==> src/sv/iecr_pkg.sv <==
// Shared types, status codes and checksum helper for the ICMP echo reply checker.
package iecr_pkg;

  localparam logic [2:0] STATUS_OK        = 3'd0;
  localparam logic [2:0] STATUS_SHORT_IP  = 3'd1;
  localparam logic [2:0] STATUS_SHORT_IHL = 3'd2;
  localparam logic [2:0] STATUS_SHORT_ICMP = 3'd3;
  localparam logic [2:0] STATUS_NOT_REPLY = 3'd4;
  localparam logic [2:0] STATUS_BAD_CSUM  = 3'd5;
  localparam logic [2:0] STATUS_WRONG_SIZE = 3'd6;

  localparam int IpMinHdr = 20;
  localparam int IcmpHdr = 8;
  localparam logic [11:0] EXPECTED_LEN_RESET = 12'd56;

  typedef struct packed {
    logic        short_ip;
    logic        short_ihl;
    logic        short_icmp;
    logic        plen_over;
    logic        odd;
    logic [12:0] plen;
    logic [7:0]  kind;
    logic [15:0] carried;
    logic [16:0] sum;
    logic [7:0]  pending;
    logic [15:0] ident;
    logic [15:0] seq;
  } rec_t;

  function automatic logic [16:0] add_word(input logic [16:0] s, input logic [15:0] w);
    logic [16:0] t;
    t = s + {1'b0, w};
    return {1'b0, t[15:0]} + {16'd0, t[16]};
  endfunction

endpackage

==> src/sv/iecr_front.sv <==
// Byte intake: counts, captures ICMP header fields, accumulates the checksum and classifies.
module iecr_front import iecr_pkg::*; #(
  parameter int MAX_PACKET = 4096
) (
  input  logic       clk,
  input  logic       rst,
  input  logic       take,
  input  logic [7:0] data_byte,
  input  logic       last,
  output logic       rec_push,
  output rec_t       rec
);

  localparam int CW = $clog2(MAX_PACKET + 1);

  logic [CW-1:0] byte_count, byte_count_next;
  logic [5:0]    header_len, header_len_next;
  logic [7:0]    icmp_kind, icmp_kind_next;
  logic [15:0]   carried_checksum, carried_checksum_next;
  logic [16:0]   running_sum, running_sum_next;
  logic [7:0]    pending_high_byte, pending_high_byte_next;
  logic [15:0]   ident_reg, ident_reg_next;
  logic [15:0]   sequence_reg, sequence_reg_next;

  logic          counted;
  logic [CW-1:0] hl_ext;
  logic [CW-1:0] idx;
  logic [7:0]    v;
  logic [CW-1:0] ilen;
  logic [CW-1:0] plen_full;

  always_comb begin
    byte_count_next = byte_count;
    header_len_next = header_len;
    icmp_kind_next = icmp_kind;
    carried_checksum_next = carried_checksum;
    running_sum_next = running_sum;
    pending_high_byte_next = pending_high_byte;
    ident_reg_next = ident_reg;
    sequence_reg_next = sequence_reg;
    counted = byte_count < CW'(MAX_PACKET);
    if (counted && (byte_count == '0)) begin
      header_len_next = {data_byte[3:0], 2'b00};
    end
    hl_ext = CW'(header_len_next);
    idx = byte_count - hl_ext;
    v = data_byte;
    if (counted && (byte_count >= hl_ext)) begin
      if (idx == CW'(0)) icmp_kind_next = data_byte;
      if (idx == CW'(2)) begin
        carried_checksum_next[15:8] = data_byte;
        v = 8'd0;
      end
      if (idx == CW'(3)) begin
        carried_checksum_next[7:0] = data_byte;
        v = 8'd0;
      end
      if (idx == CW'(4)) ident_reg_next[15:8] = data_byte;
      if (idx == CW'(5)) ident_reg_next[7:0] = data_byte;
      if (idx == CW'(6)) sequence_reg_next[15:8] = data_byte;
      if (idx == CW'(7)) sequence_reg_next[7:0] = data_byte;
      if (!idx[0]) begin
        pending_high_byte_next = v;
      end else begin
        running_sum_next = add_word(running_sum, {pending_high_byte, v});
      end
    end
    if (counted) begin
      byte_count_next = byte_count + CW'(1);
    end
    ilen = byte_count_next - hl_ext;
    plen_full = ilen - CW'(IcmpHdr);
  end

  always_comb begin
    rec_push = take && last;
    rec.short_ip = byte_count_next < CW'(IpMinHdr);
    rec.short_ihl = byte_count_next < hl_ext;
    rec.short_icmp = ilen < CW'(IcmpHdr);
    rec.plen_over = (plen_full >> 12) != '0;
    rec.odd = ilen[0];
    rec.plen = 13'(plen_full);
    rec.kind = icmp_kind_next;
    rec.carried = carried_checksum_next;
    rec.sum = running_sum_next;
    rec.pending = pending_high_byte_next;
    rec.ident = ident_reg_next;
    rec.seq = sequence_reg_next;
  end

  always_ff @(posedge clk) begin
    if (rst || (take && last)) begin
      byte_count <= '0;
      header_len <= '0;
      icmp_kind <= '0;
      carried_checksum <= '0;
      running_sum <= '0;
      pending_high_byte <= '0;
      ident_reg <= '0;
      sequence_reg <= '0;
    end else if (take) begin
      byte_count <= byte_count_next;
      header_len <= header_len_next;
      icmp_kind <= icmp_kind_next;
      carried_checksum <= carried_checksum_next;
      running_sum <= running_sum_next;
      pending_high_byte <= pending_high_byte_next;
      ident_reg <= ident_reg_next;
      sequence_reg <= sequence_reg_next;
    end
  end

endmodule

==> src/sv/iecr_fifo.sv <==
// Two-entry queue of classified datagram records between intake and evaluation.
module iecr_fifo import iecr_pkg::*; (
  input  logic clk,
  input  logic rst,
  input  logic wr,
  input  rec_t wr_rec,
  output logic full,
  input  logic rd,
  output rec_t rd_rec,
  output logic empty
);

  rec_t       slots [2];
  logic       wr_ptr;
  logic       rd_ptr;
  logic [1:0] count;

  assign full = count == 2'd2;
  assign empty = count == 2'd0;
  assign rd_rec = slots[rd_ptr];

  always_ff @(posedge clk) begin
    if (wr) begin
      slots[wr_ptr] <= wr_rec;
    end
  end

  always_ff @(posedge clk) begin
    if (rst) begin
      wr_ptr <= 1'b0;
      rd_ptr <= 1'b0;
      count <= 2'd0;
    end else begin
      if (wr) wr_ptr <= !wr_ptr;
      if (rd) rd_ptr <= !rd_ptr;
      case ({wr, rd})
        2'b10: count <= count + 2'd1;
        2'b01: count <= count - 2'd1;
        default: count <= count;
      endcase
    end
  end

endmodule

==> src/sv/iecr_back.sv <==
// Evaluation: finishes the checksum, picks the status and holds the result register.
module iecr_back import iecr_pkg::*; (
  input  logic        clk,
  input  logic        rst,
  input  logic        cfg_valid,
  input  logic [11:0] cfg_data,
  input  logic        rec_avail,
  input  rec_t        rec,
  output logic        rec_take,
  input  logic        pop,
  output logic        empty,
  output logic [2:0]  status,
  output logic [15:0] ident,
  output logic [15:0] sequence_res,
  output logic [12:0] payload_len
);

  logic [11:0] expected_payload_len;
  logic        out_valid;
  logic [16:0] s_pad;
  logic [16:0] s_fold;
  logic [15:0] calc;
  logic [2:0]  status_next;
  logic [15:0] ident_next;
  logic [15:0] sequence_next;
  logic [12:0] plen_next;

  assign empty = !out_valid;
  assign rec_take = rec_avail && (!out_valid || pop);

  always_comb begin
    s_pad = rec.odd ? add_word(rec.sum, {rec.pending, 8'd0}) : rec.sum;
    s_fold = {1'b0, s_pad[15:0]} + {16'd0, s_pad[16]};
    calc = ~s_fold[15:0];
    ident_next = 16'd0;
    sequence_next = 16'd0;
    plen_next = 13'd0;
    if (rec.short_ip) begin
      status_next = STATUS_SHORT_IP;
    end else if (rec.short_ihl) begin
      status_next = STATUS_SHORT_IHL;
    end else if (rec.short_icmp) begin
      status_next = STATUS_SHORT_ICMP;
    end else begin
      plen_next = rec.plen;
      if (rec.kind != 8'd0) begin
        status_next = STATUS_NOT_REPLY;
      end else if (calc != rec.carried) begin
        status_next = STATUS_BAD_CSUM;
      end else begin
        ident_next = rec.ident;
        sequence_next = rec.seq;
        if (rec.plen_over || (rec.plen[11:0] != expected_payload_len)) begin
          status_next = STATUS_WRONG_SIZE;
        end else begin
          status_next = STATUS_OK;
        end
      end
    end
  end

  always_ff @(posedge clk) begin
    if (rst) begin
      expected_payload_len <= EXPECTED_LEN_RESET;
    end else if (cfg_valid) begin
      expected_payload_len <= cfg_data;
    end
  end

  always_ff @(posedge clk) begin
    if (rst) begin
      out_valid <= 1'b0;
    end else if (rec_take) begin
      out_valid <= 1'b1;
    end else if (pop) begin
      out_valid <= 1'b0;
    end
  end

  always_ff @(posedge clk) begin
    if (rec_take) begin
      status <= status_next;
      ident <= ident_next;
      sequence_res <= sequence_next;
      payload_len <= plen_next;
    end
  end

endmodule

==> src/sv/icmp_echo_reply_checker_core.sv <==
// Top level of the ICMP echo reply checker: intake, record queue and evaluation.
//
//   Channel  Handshake          Transfer when          Payload
//   bytes    push / full        push && !full          data_byte, last
//   results  empty / pop        pop && !empty          status, ident, sequence_res, payload_len
//   config   cfg_valid/ready    cfg_valid && cfg_ready cfg_data
//
// One byte is taken every cycle while full is low; the intake adds one 16-bit word per byte pair.
// A datagram's record goes into the record queue on its last byte, then into the result register.
// Reset clears all packet state and sets the expected payload length to 56.
// Full rises only when two results wait in the record queue behind a stalled output.
module icmp_echo_reply_checker_core import iecr_pkg::*; #(
  parameter int MAX_PACKET = 4096
) (
  input  logic        clk,
  input  logic        rst,
  input  logic        push,
  output logic        full,
  input  logic [7:0]  data_byte,
  input  logic        last,
  output logic        empty,
  input  logic        pop,
  output logic [2:0]  status,
  output logic [15:0] ident,
  output logic [15:0] sequence_res,
  output logic [12:0] payload_len,
  input  logic        cfg_valid,
  output logic        cfg_ready,
  input  logic [11:0] cfg_data
);

  logic take;
  logic rec_push;
  rec_t front_rec;
  rec_t head_rec;
  logic q_full;
  logic q_empty;
  logic rec_take;

  assign cfg_ready = 1'b1;
  assign full = q_full;
  assign take = push && !q_full;

  iecr_front #(
    .MAX_PACKET(MAX_PACKET)
  ) u_front (
    .clk(clk),
    .rst(rst),
    .take(take),
    .data_byte(data_byte),
    .last(last),
    .rec_push(rec_push),
    .rec(front_rec)
  );

  iecr_fifo u_fifo (
    .clk(clk),
    .rst(rst),
    .wr(rec_push),
    .wr_rec(front_rec),
    .full(q_full),
    .rd(rec_take),
    .rd_rec(head_rec),
    .empty(q_empty)
  );

  iecr_back u_back (
    .clk(clk),
    .rst(rst),
    .cfg_valid(cfg_valid && cfg_ready),
    .cfg_data(cfg_data),
    .rec_avail(!q_empty),
    .rec(head_rec),
    .rec_take(rec_take),
    .pop(pop),
    .empty(empty),
    .status(status),
    .ident(ident),
    .sequence_res(sequence_res),
    .payload_len(payload_len)
  );

endmodule

==> config.mk <==
export PLATFORM = sky130hd
export DESIGN_NAME = icmp_echo_reply_checker_core
export DESIGN_NICKNAME = d
export VERILOG_FILES = /design/src/sv/iecr_pkg.sv /design/src/sv/iecr_front.sv /design/src/sv/iecr_fifo.sv /design/src/sv/iecr_back.sv /design/src/sv/icmp_echo_reply_checker_core.sv
export SDC_FILE = /design/constraint.sdc
export NUM_CORES = 1
export LEC_CHECK = 0
export BUFFER_PORTS_ARGS = -buffer_cell sky130_fd_sc_hd__buf_2
export CAP_MARGIN = 10
export CORE_MARGIN = 3
export CORE_UTILIZATION = 45
export DETAILED_ROUTE_END_ITERATION = 12
export PLACE_DENSITY = 0.67
export SETUP_SLACK_MARGIN = 0.4
export SKIP_LAST_GASP = 1
export SYNTH_ARGS = -nofsm -noshare
export SYNTH_HDL_FRONTEND = slang
export SYNTH_HIERARCHICAL = 1
export SYNTH_SLANG_ARGS = --single-unit
export TNS_END_PERCENT = 1
==> constraint.sdc <==
create_clock -name clk -period 10.2 [get_ports clk]
set_input_delay 2.55 -clock clk [delete_from_list [all_inputs] [get_ports clk]]
set_output_delay 2.55 -clock clk [all_outputs]
set_load 0.1 [all_outputs]
==> impl_metrics.csv, run 1 <==
group,metric,value,unit
synth,syn_area,18900,um^2
pwr,internal-power,3070,uW
clock_network,cts_tree,"built",
synth,yosys.area.top_type_share,39.1,%
worst_setup_path,critPathSlowestCell,"mux2i_1",
worst_setup_path,crit_required,10490,ps
timing,max_freq,0.117,GHz
clock_network,clock_latency,540,ps
routing,post_drt_wl_per_cell,19.6,um
layout,drive_gt1_share,21.7,%
synth,synth-seq-cells,364,
synth,seq_area_frac_synth,51.6,%
pwr,comb_power_share,37.7,%
synth,avgSynthCellArea,11.9,um^2
global_route,antenna_found_initial,1,
layout,nets,1705,
timing,drv_slew,0,
layout,reg_top3,"u_fifo/slots (198), u_front/running_sum (17)",
worst_hold_path,min_path_type,"flip-flop to flip-flop",
layout,n_antenna_cell,0,
die,ioPinCount,77,
synth,synthFlopType,"edfxtp_1",
placement,portBuffers,75,
pwr,powerDensity,243,nW/um^2
synth,synth_cell_types,99,
outcome,outcome,"finished clean",
timing,worst_slew_pin_slew,980,ps
pwr,clkPwrFrac,25.2,%
worst_setup_path,worst-path-max-fanout,12,
routing,antenna_left,0,
routing,viasPerCell,5.62,
pwr,max-vdd-ir-drop,0.178,mV
clock_network,cts-root-buf,"clkbuf_16",
die,initial_core_util,45.9,%
timing,post-route-period-util,84.1,%
timing,hold_viol_final,0,
timing,fin_crit,8580,ps
global_route,grt_pass1_wl,67000,um
global_route,grt_use_total,18.9,%
synth,async_reset_ff_share,0,%
worst_setup_path,end_kind,"flip-flop",
clock_network,cts_hold_buf,0,
layout,regMostFlops,"u_fifo/slots",
clock_network,postCtsSetupRepairBufs,0,
synth,synth.area.top_cells,"edfxtp_1 (39%), dfxtp_1 (13%), mux2_2 (9.5%)",
routing,post-route-drc-count,0,
timing,grt_setup_unrepaired,"no",
die,core_area,41100,um^2
worst_setup_path,crit_path_max_incr_delay,690,ps
clock_network,clkTransAtPathRegs,60,ps
clock_network,cts_resized,0,
routing,first_pass_iters,5,
clock_network,cts.path.max_buffers,3,
timing,fin_tns_setup,0,ps
clock_network,h-tree-depth,2,
worst_setup_path,crit_top_cell,"ha_1",
clock_network,numCtsBuffers,38,
synth,netlist_top_cells_count,"edfxtp_1 (246), mux2_2 (159), nand2_1 (125)",
worst_setup_path,regToRegSetupSlack,2390,ps
routing,postRouteWirelength,43000,um
routing,drt_iter0_drc,778,
timing,skew,16.5,ps
pwr,seqPwrFrac,37.1,%
worst_setup_path,worstPathArrival,8870,ps
pwr,switching_share,39.4,%
timing,holdWs,457,ps
global_route,grt_overflow,0,
synth,postSynthCellCount,1581,
routing,vias,12400,
synth,yosysWarnings,6,
layout,area_growth,10.3,%
die,die_area,44500,um^2
layout,largest_register_ffs,198,
worst_setup_path,startpoint_type,"input pin",
synth,yosysTopAreaCell,"edfxtp_1",
global_route,grt_pass1_vias,12100,
timing,slew_headroom,34.5,%
pwr,p_switching,2000,uW
synth,synthesis.nets,1651,
die,dieHeight,211,um
flow_run,maxCapViolations,0,
die,rows,74,
synth,synth_edf_count,246,
placement,dpl.hpwl,29400,um
die,die_x,211,um
pwr,p_leak,0.00795,uW
timing,setup_violations,0,
placement,gp_congestion,0.864,
clock_network,clock_sinks,364,
synth,yosysMostFrequentCell,"edfxtp_1",
worst_setup_path,critPathKind,"input pin to flip-flop",
global_route,grt_max_degree,82,
power by group through the flow:
stage / registers, uW / clock network, uW / logic (uW)
floorplan: 2460 / 0 / 1010
global placement: 1910 / 0 / 1890
detailed placement: 1910 / 0 / 1910
CTS: 1880 / 1310 / 1920
global route: 1900 / 1370 / 2040
finish: 1880 / 1280 / 1910
critical path, delay by kind of cell:
| family | cells | cell delay (ps) |
|---|---|---|
| compound gates | 11 | 2220 |
| xor+xnor | 3 | 670 |
| fa+ha+maj | 4 | 1020 |
| buf+inv | 2 | 440 |
| mux | 1 | 690 |
| simple gates | 6 | 1280 |
final cells by class:
class / instances / area, um^2
fillers: 3693 / 20300
flip-flops and latches: 364 / 9750
multi-input cells: 1112 / 8680
clock buffers: 57 / 1050
well taps: 532 / 666
repair buffers: 90 / 488
inverters: 29 / 109
clock inverters: 13 / 92.6
cells in the final DEF (no fill, tap or decap), drive strengths merged, types with 9 or more instances in the layout:
cell type,Yosys,final
nand3b,10,10
inv,29,31
clkinv,0,10
mux2,175,175
nor2,104,104
a211oi,11,11
nand2,126,126
nand3,40,40
nor2b,23,23
xor2,48,48
nor3,25,25
nand4b,9,9
ha,40,40
o21ai,26,26
and2,59,59
buf,38,90
a21oi,47,47
xnor2,76,76
and3,13,13
nor4,16,16
a21o,16,16
edfxtp,246,246
o21a,9,9
clkbuf,38,57
nand4,18,18
dfxtp,118,118
mux2i,80,80
cell families (layout without fill, tap and decap cells):
kind of cell,count (synthesis),after routing,share of synthesized area (%)
mux,255,255,14.7
xor+xnor,125,125,5.91
simple gates,487,487,14.1
fa+ha+maj,49,49,3.35
compound gates,195,195,7.61
buf+inv,105,189,2.68
other cells,1,1,0.0199
flops,364,364,51.6
metal layers:
metal	part of all wire [%]	global-route usage, %	vias to the layer above
met5	0	0	-
met1	47	26.6	6209
met2	48	31.4	196
met4	2.0	4.64	0
met3	3.7	2.58	51
li1	-	-	5900
through the flow:
step           area [um^2]  std cells  worst slack [ps]  power, uW  util [%]
6_report             20800       2197              1620       5070      50.7
5_1_grt              20800       2197              1070       5310      50.7
4_1_cts              20800       2197              1650       5110      50.7
3_5_place_dp         19700       2127              1090       3820      47.9
3_3_place_gp         19700       2127              1430       3790      47.9
2_1_floorplan        18900       1581              1980       3480         -
worst paths after layout:
| check | start | endpoint | cells past startpoint |
|---|---|---|---|
| max | data_byte[2] | u_fifo/slots[1][52]$_DFFE_PP_ | 27 |
| min | u_front/carried_checksum[9]$_SDFFE_PP0P_ | u_front/carried_checksum[9]$_SDFFE_PP0P_ | 2 |
| max reg2reg | u_front/byte_count[6]$_SDFFE_PP0P_ | u_fifo/slots[1][52]$_DFFE_PP_ | 30 |
| min reg2reg | u_front/carried_checksum[9]$_SDFFE_PP0P_ | u_front/carried_checksum[9]$_SDFFE_PP0P_ | 2 |
(Power assumes the default switching activity.)
==> run 2: changes to the inputs <==
--- a/config.mk
+++ b/config.mk
@@ -10,7 +10,7 @@
 export CORE_MARGIN = 3
 export CORE_UTILIZATION = 45
 export DETAILED_ROUTE_END_ITERATION = 12
-export PLACE_DENSITY = 0.67
+export PLACE_DENSITY = 0.7
 export SETUP_SLACK_MARGIN = 0.4
 export SKIP_LAST_GASP = 1
 export SYNTH_ARGS = -nofsm -noshare
==> constraint.sdc (replaced) <==
create_clock -name clk -period 7.2 [get_ports clk]
set_input_delay 1.8 -clock clk [delete_from_list [all_inputs] [get_ports clk]]
set_output_delay 1.8 -clock clk [all_outputs]
set_load 0.1 [all_outputs]
==> run 2 against run 1 <==
Against the previous run:
- first-iteration DRC count is 26% higher
- sequential cell count stayed put
- via count is 3.4% higher
- sequential power is 40% higher
- wire length is 4.3% higher
- final cell count is 2.8% higher
- critical path depth is 4 higher
- total power is 47% higher
- non-clock buffer count is 62 higher
- sequential share of layout area is 1.6 points lower
==> impl_metrics.csv, run 2 (synthesis gave the netlist of run 1 again) <==
group,metric,value,unit
worst_setup_path,startpoint_type,"flip-flop",
placement,portBuffers,75,
timing,worst_slew_pin_slew,1170,ps
global_route,grt_pass1_vias,12500,
die,rows,74,
layout,largest_register_ffs,198,
layout,layout_commonest_cell,"edfxtp_1",
clock_network,cts-root-buf,"clkbuf_16",
die,ioPinCount,77,
clock_network,h-tree-depth,2,
clock_network,cts_tree,"built",
worst_setup_path,crit_path_max_incr_delay,420,ps
clock_network,clock_sinks,364,
die,core_area,41100,um^2
clock_network,clkTransAtPathRegs,60,ps
die,die_x,211,um
worst_setup_path,crit_path_start,"u_front/byte_count[9]$_SDFFE_PP0P_",
routing,antenna_left,0,
placement,dpl.hpwl,30700,um
outcome,outcome,"finished clean",
global_route,grt_overflow,0,
timing,drv_slew,0,
routing,post-route-drc-count,0,
global_route,antenna_found_initial,1,
worst_setup_path,end_kind,"flip-flop",
timing,grt_setup_unrepaired,"yes",
pwr,powerDensity,345,nW/um^2
worst_setup_path,worst-path-max-fanout,6,
timing,fin_crit,6870,ps
placement,gp_congestion,0.921,
worst_setup_path,critPathSlowestCell,"a2111oi_4",
timing,setup_violations,0,
worst_setup_path,critPathKind,"flip-flop to flip-flop",
worst_setup_path,crit_top_cell,"a21o_1",
layout,reg_top3,"u_fifo/slots (198), u_front/running_sum (17)",
timing,worst_slack,331,ps
routing,vias,12800,
timing,skew,20.9,ps
placement,place_ws,-226,ps
pwr,power,7450,uW
global_route,grt_max_degree,78,
global_route,grt_pass1_wl,69800,um
clock_network,clock_latency,540,ps
routing,drt_iter0_drc,979,
global_route,grt_use_total,19.8,%
timing,slew_headroom,21.7,%
worst_setup_path,rr_startpoint,"u_front/byte_count[9]$_SDFFE_PP0P_",
die,die_area,44500,um^2
clock_network,numCtsBuffers,38,
layout,nets,1767,
die,initial_core_util,45.9,%
timing,post-route-period-util,95.4,%
layout,regMostFlops,"u_fifo/slots",
layout,area_growth,14.2,%
pwr,max-vdd-ir-drop,0.310,mV
layout,drive_gt1_share,26.3,%
die,dieHeight,211,um
layout,post-route-util,52.5,%
timing,hold_viol_final,0,
layout,n_antenna_cell,0,
worst_hold_path,min_path_type,"flip-flop to flip-flop",
flow_run,maxCapViolations,0,
timing,max_freq,0.146,GHz
clock_network,cts.path.max_buffers,3,
routing,postRouteWirelength,44900,um
routing,post_drt_wl_per_cell,19.9,um
layout,final_cell_mix,"edfxtp_1 (246), mux2_2 (156), nand2_1 (122)",
worst_setup_path,worstPathArrival,7260,ps
pwr,p_leak,0.00834,uW
worst_hold_path,worstHoldStart,"u_front/icmp_kind[3]$_SDFFE_PP0P_",
routing,first_pass_iters,5,
worst_setup_path,crit_required,7590,ps
routing,viasPerCell,5.66,
## run 2: cell count changes in the layout (fill, tap and decap cells not counted), moves of 3 or more
| cell | change |
|---|---|
| nor2b_1 | -4 |
| mux2_4 | +3 |
| ha_4 | +3 |
| nand2_1 | -3 |
| nand2_2 | +3 |
| buf_4 | +59 |
| mux2_2 | -3 |
| clkbuf_1 | -3 |
| nor2b_2 | +3 |
| bufinv_16 | +3 |
| ha_1 | -6 |
| ha_2 | +3 |
## run 2: what timing repair did
item / CTS / global route
resized for setup: 7 / 24
hold buffers: 0 / 0
pin swaps: 1 / 26
setup buffers: 1 / 18
endpoints found under the setup margin: 43 / 81
## run 2: where the power goes
group          total, uW  internal [uW]  switching, uW  leakage, uW
logic               2840            835           2000      0.00444
clock network       1970           1170            796     0.000608
registers           2640           2560           83.2      0.00329
total               7450           4560           2880      0.00834
## run 2: area by class of cell
| class | count | area (um^2) |
|---|---|---|
| clock buffer | 57 | 1100 |
| clock inverter | 12 | 139 |
| fill | 3542 | 19500 |
| inverter | 29 | 109 |
| multi-input combinational | 1112 | 8840 |
| sequential | 364 | 9760 |
| tap | 532 | 666 |
| timing repair buffer | 152 | 958 |
## run 2: path summary, 6_finish.rpt
kind,end,slack [ps],cells past startpoint
max,u_front/running_sum[7]$_SDFFE_PP0P_,330,31
min,u_front/icmp_kind[3]$_SDFFE_PP0P_,460,2
max reg2reg,u_front/running_sum[7]$_SDFFE_PP0P_,330,31
min reg2reg,u_front/icmp_kind[3]$_SDFFE_PP0P_,460,2
## run 2: layer usage
metal / global-route usage, % / vias to the layer above / part of all wire (%)
li1: - / 6048 / -
met1: 26.9 / 6283 / 45
met2: 32.3 / 358 / 47
met3: 3.30 / 92 / 5.2
met4: 7.09 / 0 / 3.1
met5: 0 / - / 0
## run 2: per-stage QoR
stage	area [um^2]	hold slack (ps)	TNS [ps]	instances
after detailed placement	20100	445	-2830	2169
after global placement	20100	439	-143	2169
after CTS	21300	456	0	2239
final	21600	457	0	2258
after global routing	21600	478	0	2258
after floorplan	19000	431	0	1581
## run 2: worst max-delay path: cells and delay by family, from the launching register on
kind            cells  cell delay [ps]
compound gates     11             2340
xor+xnor            3              450
fa+ha+maj           5             1290
buf+inv             1              200
flops               1              330
mux                 2              400
simple gates        9             1690
==> run 3: changes to the inputs <==
--- a/config.mk
+++ b/config.mk
@@ -5,12 +5,13 @@
 export SDC_FILE = /design/constraint.sdc
 export NUM_CORES = 1
 export LEC_CHECK = 0
+export ABC_AREA = 1
 export BUFFER_PORTS_ARGS = -buffer_cell sky130_fd_sc_hd__buf_2
 export CAP_MARGIN = 10
 export CORE_MARGIN = 3
 export CORE_UTILIZATION = 45
 export DETAILED_ROUTE_END_ITERATION = 12
-export PLACE_DENSITY = 0.7
+export PLACE_DENSITY = 0.69
 export SETUP_SLACK_MARGIN = 0.4
 export SKIP_LAST_GASP = 1
 export SYNTH_ARGS = -nofsm -noshare
==> run 3 against run 2 <==
Against the previous run:
- clock skew down 9.2 ps
- critical path depth up 10
- register-to-register slack better by 560 ps
- worst setup slack better by 510 ps
- non-clock buffer count down 28
- design area up 3.9%
- total power up 23%
- synthesized cell count up 43%
- final cell count up 32%
- fmax up 8.0%
- via count up 21%
==> impl_metrics.csv, run 3 <==
group,metric,value,unit
pwr,p_switching,4090,uW
layout,nets,2427,
synth,synth_cell_types,56,
die,rows,76,
layout,fin_cells,2975,
flow_run,maxCapViolations,0,
placement,portBuffers,75,
worst_hold_path,worstHoldStart,"u_back/expected_payload_len[0]$_SDFFE_PP0P_",
routing,vias,15500,
timing,slew_headroom,33.6,%
synth,yosysWarnings,6,
clock_network,cts_tree,"built",
pwr,powerDensity,410,nW/um^2
worst_setup_path,critPathSlowestCell,"fa_1",
global_route,grt_use_total,20.8,%
layout,n_antenna_cell,0,
layout,final_cell_mix,"nand2_1 (504), inv_1 (288), nor2_1 (268)",
layout,regMostFlops,"u_fifo/slots",
routing,postRouteWirelength,49300,um
routing,drt_iter0_drc,1105,
worst_hold_path,hold_path_end,"u_back/expected_payload_len[0]$_SDFFE_PP0P_",
synth,yosysTopAreaCell,"edfxtp_1",
synth,syn_area,19900,um^2
worst_setup_path,reg2reg_to,"u_back/ident[0]$_SDFFCE_PP0P_",
placement,dpl.hpwl,34500,um
worst_setup_path,reg2reg_depth,35,
synth,async_reset_ff_share,0,%
pwr,p_leak,0.0102,uW
timing,fin_tns_setup,0,ps
die,ioPinCount,77,
pwr,max-vdd-ir-drop,0.312,mV
layout,post-route-util,51.7,%
layout,area_growth,12.6,%
clock_network,clkTransAtPathRegs,60,ps
worst_setup_path,crit_path_max_incr_delay,390,ps
placement,place_ws,-29.0,ps
worst_setup_path,critPathKind,"input pin to flip-flop",
layout,reg_top3,"u_fifo/slots (198), u_front/running_sum (17)",
layout,layout_commonest_cell,"nand2_1",
die,die_area,46800,um^2
synth,avgSynthCellArea,8.79,um^2
routing,wl_met3,2620,um
routing,wirelength_met1,21600,um
routing,first_pass_iters,5,
pwr,comb_power_share,46.2,%
synth,synth.area.top_cells,"edfxtp_1 (37%), dfxtp_1 (12%), nand2_1 (9.6%)",
timing,skew,11.7,ps
pwr,internal-power,5100,uW
worst_setup_path,startpoint_type,"input pin",
die,core_area,43400,um^2
timing,worst_slack,838,ps
layout,drive_gt1_share,18.3,%
clock_network,cts.path.max_buffers,3,
layout,largest_register_ffs,198,
synth,postSynthCellCount,2265,
timing,worst_slew_pin_slew,996,ps
placement,gp_congestion,0.901,
timing,setup_violations,0,
synth,netlist_top_cells_count,"nand2_1 (507), inv_1 (289), nor2_1 (276)",
routing,wl_met2,23500,um
worst_hold_path,hold_depth,2,
synth,synthesis.nets,2335,
pwr,seqPwrFrac,31.7,%
placement,dpl.cell_count,2885,
synth,synth_edf_count,246,
clock_network,clock_sinks,364,
pwr,clkPwrFrac,22.0,%
timing,post-route-period-util,88.4,%
pwr,switching_share,44.5,%
synth,synth-seq-cells,364,
routing,post-route-drc-count,0,
routing,route.top_layer_used,"met5",
die,initial_core_util,45.9,%
synth,seq_area_frac_synth,48.9,%
global_route,grt_overflow,0,
worst_setup_path,regToRegSetupSlack,890,ps
global_route,grt_pass1_vias,15000,
global_route,grt_pass1_wl,78200,um
global_route,grt_max_degree,93,
clock_network,cts-root-buf,"clkbuf_16",
timing,fin_crit,6360,ps
worst_setup_path,crit_required,7660,ps
clock_network,numCtsBuffers,41,
clock_network,h-tree-depth,2,
timing,drv_slew,0,
outcome,outcome,"finished clean",
die,dieHeight,216,um
worst_setup_path,worst-path-max-fanout,6,
worst_setup_path,end_kind,"flip-flop",
synth,synthFlopType,"edfxtp_1",
routing,antenna_left,0,
clock_network,clock_latency,570,ps
global_route,antenna_found_initial,1,
die,die_x,216,um
synth,yosys.area.top_type_share,37.1,%
timing,max_freq,0.157,GHz
timing,grt_setup_unrepaired,"yes",
routing,viasPerCell,5.19,
routing,post_drt_wl_per_cell,16.6,um
synth,yosysMostFrequentCell,"nand2_1",
timing,hold_viol_final,0,
worst_hold_path,min_path_type,"flip-flop to flip-flop",
worst_setup_path,worstPathArrival,6820,ps
clock_network,cts_hold_buf,0,
-- run 3: cell count changes after synthesis, sizes merged, moves of 80 or more --
cell,change
nor2,+190
nand3,+134
o21ai,+113
nand2,+405
inv,+264
mux2i,-80
-- run 3: critical path: cells and delay by family --
| family | cells | cell delay (ps) |
|---|---|---|
| fa+ha+maj | 5 | 1200 |
| buf+inv | 7 | 640 |
| compound gates | 6 | 860 |
| xor+xnor | 2 | 240 |
| simple gates | 21 | 2070 |
-- run 3: area by class of cell --
cell class,instances,area (um^2)
clock buffer,59,1160
timing repair buffer,124,751
fill,3958,20900
inverter,296,1110
sequential,364,9760
tap,585,732
multi-input combinational,1530,8770
clock inverter,17,136
-- run 3: power by group through the flow --
stage	Combinational, uW	Sequential [uW]	Clock, uW
after global placement	4050	2960	0
after detailed placement	4120	2970	0
after global routing	4640	2960	2150
after floorplan	2410	3860	0
after CTS	4140	2930	2070
final	4250	2920	2020
-- run 3: logic make-up (layout without fill, tap and decap cells) --
kind of cell | count (synthesis) | in the layout | synth area share (%)
AOI/OAI and AO/OA | 223 | 223 | 6.44
DFF | 364 | 364 | 48.9
other | 1 | 1 | 0.0188
buffers and inverters | 371 | 496 | 7.70
adders and majority gates | 44 | 44 | 2.91
and+or+nand+nor | 1113 | 1113 | 26.0
muxes | 99 | 99 | 5.79
xor gates and xnor gates | 50 | 50 | 2.24
-- run 3: how the worst max path moves through the flow --
stage,startpoint,to,slack [ps]
2_1_floorplan,data_byte[3],u_front/running_sum[13]$_SDFFE_PP0P_,110
3_3_place_gp,data_byte[3],u_front/running_sum[13]$_SDFFE_PP0P_,90
3_5_place_dp,data_byte[3],u_front/running_sum[10]$_SDFFE_PP0P_,-30
4_1_cts,flip-flop,u_back/sequence_res[5]$_SDFFCE_PP0P_,420
5_1_grt,data_byte[3],u_front/running_sum[13]$_SDFFE_PP0P_,330
6_report,data_byte[3],u_front/running_sum[10]$_SDFFE_PP0P_,840
-- run 3: metal layers --
layer | GRT usage, % | vias to the layer above
li1 | - | 7641
met1 | 27.1 | 7294
met2 | 35.1 | 415
met3 | 3.17 | 99
met4 | 7.94 | 2
met5 | 0 | -
-- run 3: timing repair --
action / 4_1_cts / 5_1_grt
setup buffers: 0 / 14
hold endpoints to repair: 0 / 0
endpoints found under the setup margin: 0 / 66
resized for setup: 0 / 32
-- run 3: through the flow --
stage	cell area, um^2	power (uW)	hold WS, ps
2_1_floorplan	19900	6270	432
3_3_place_gp	20900	7000	445
3_5_place_dp	20900	7090	459
4_1_cts	22200	9140	469
5_1_grt	22400	9750	502
6_report	22400	9190	475
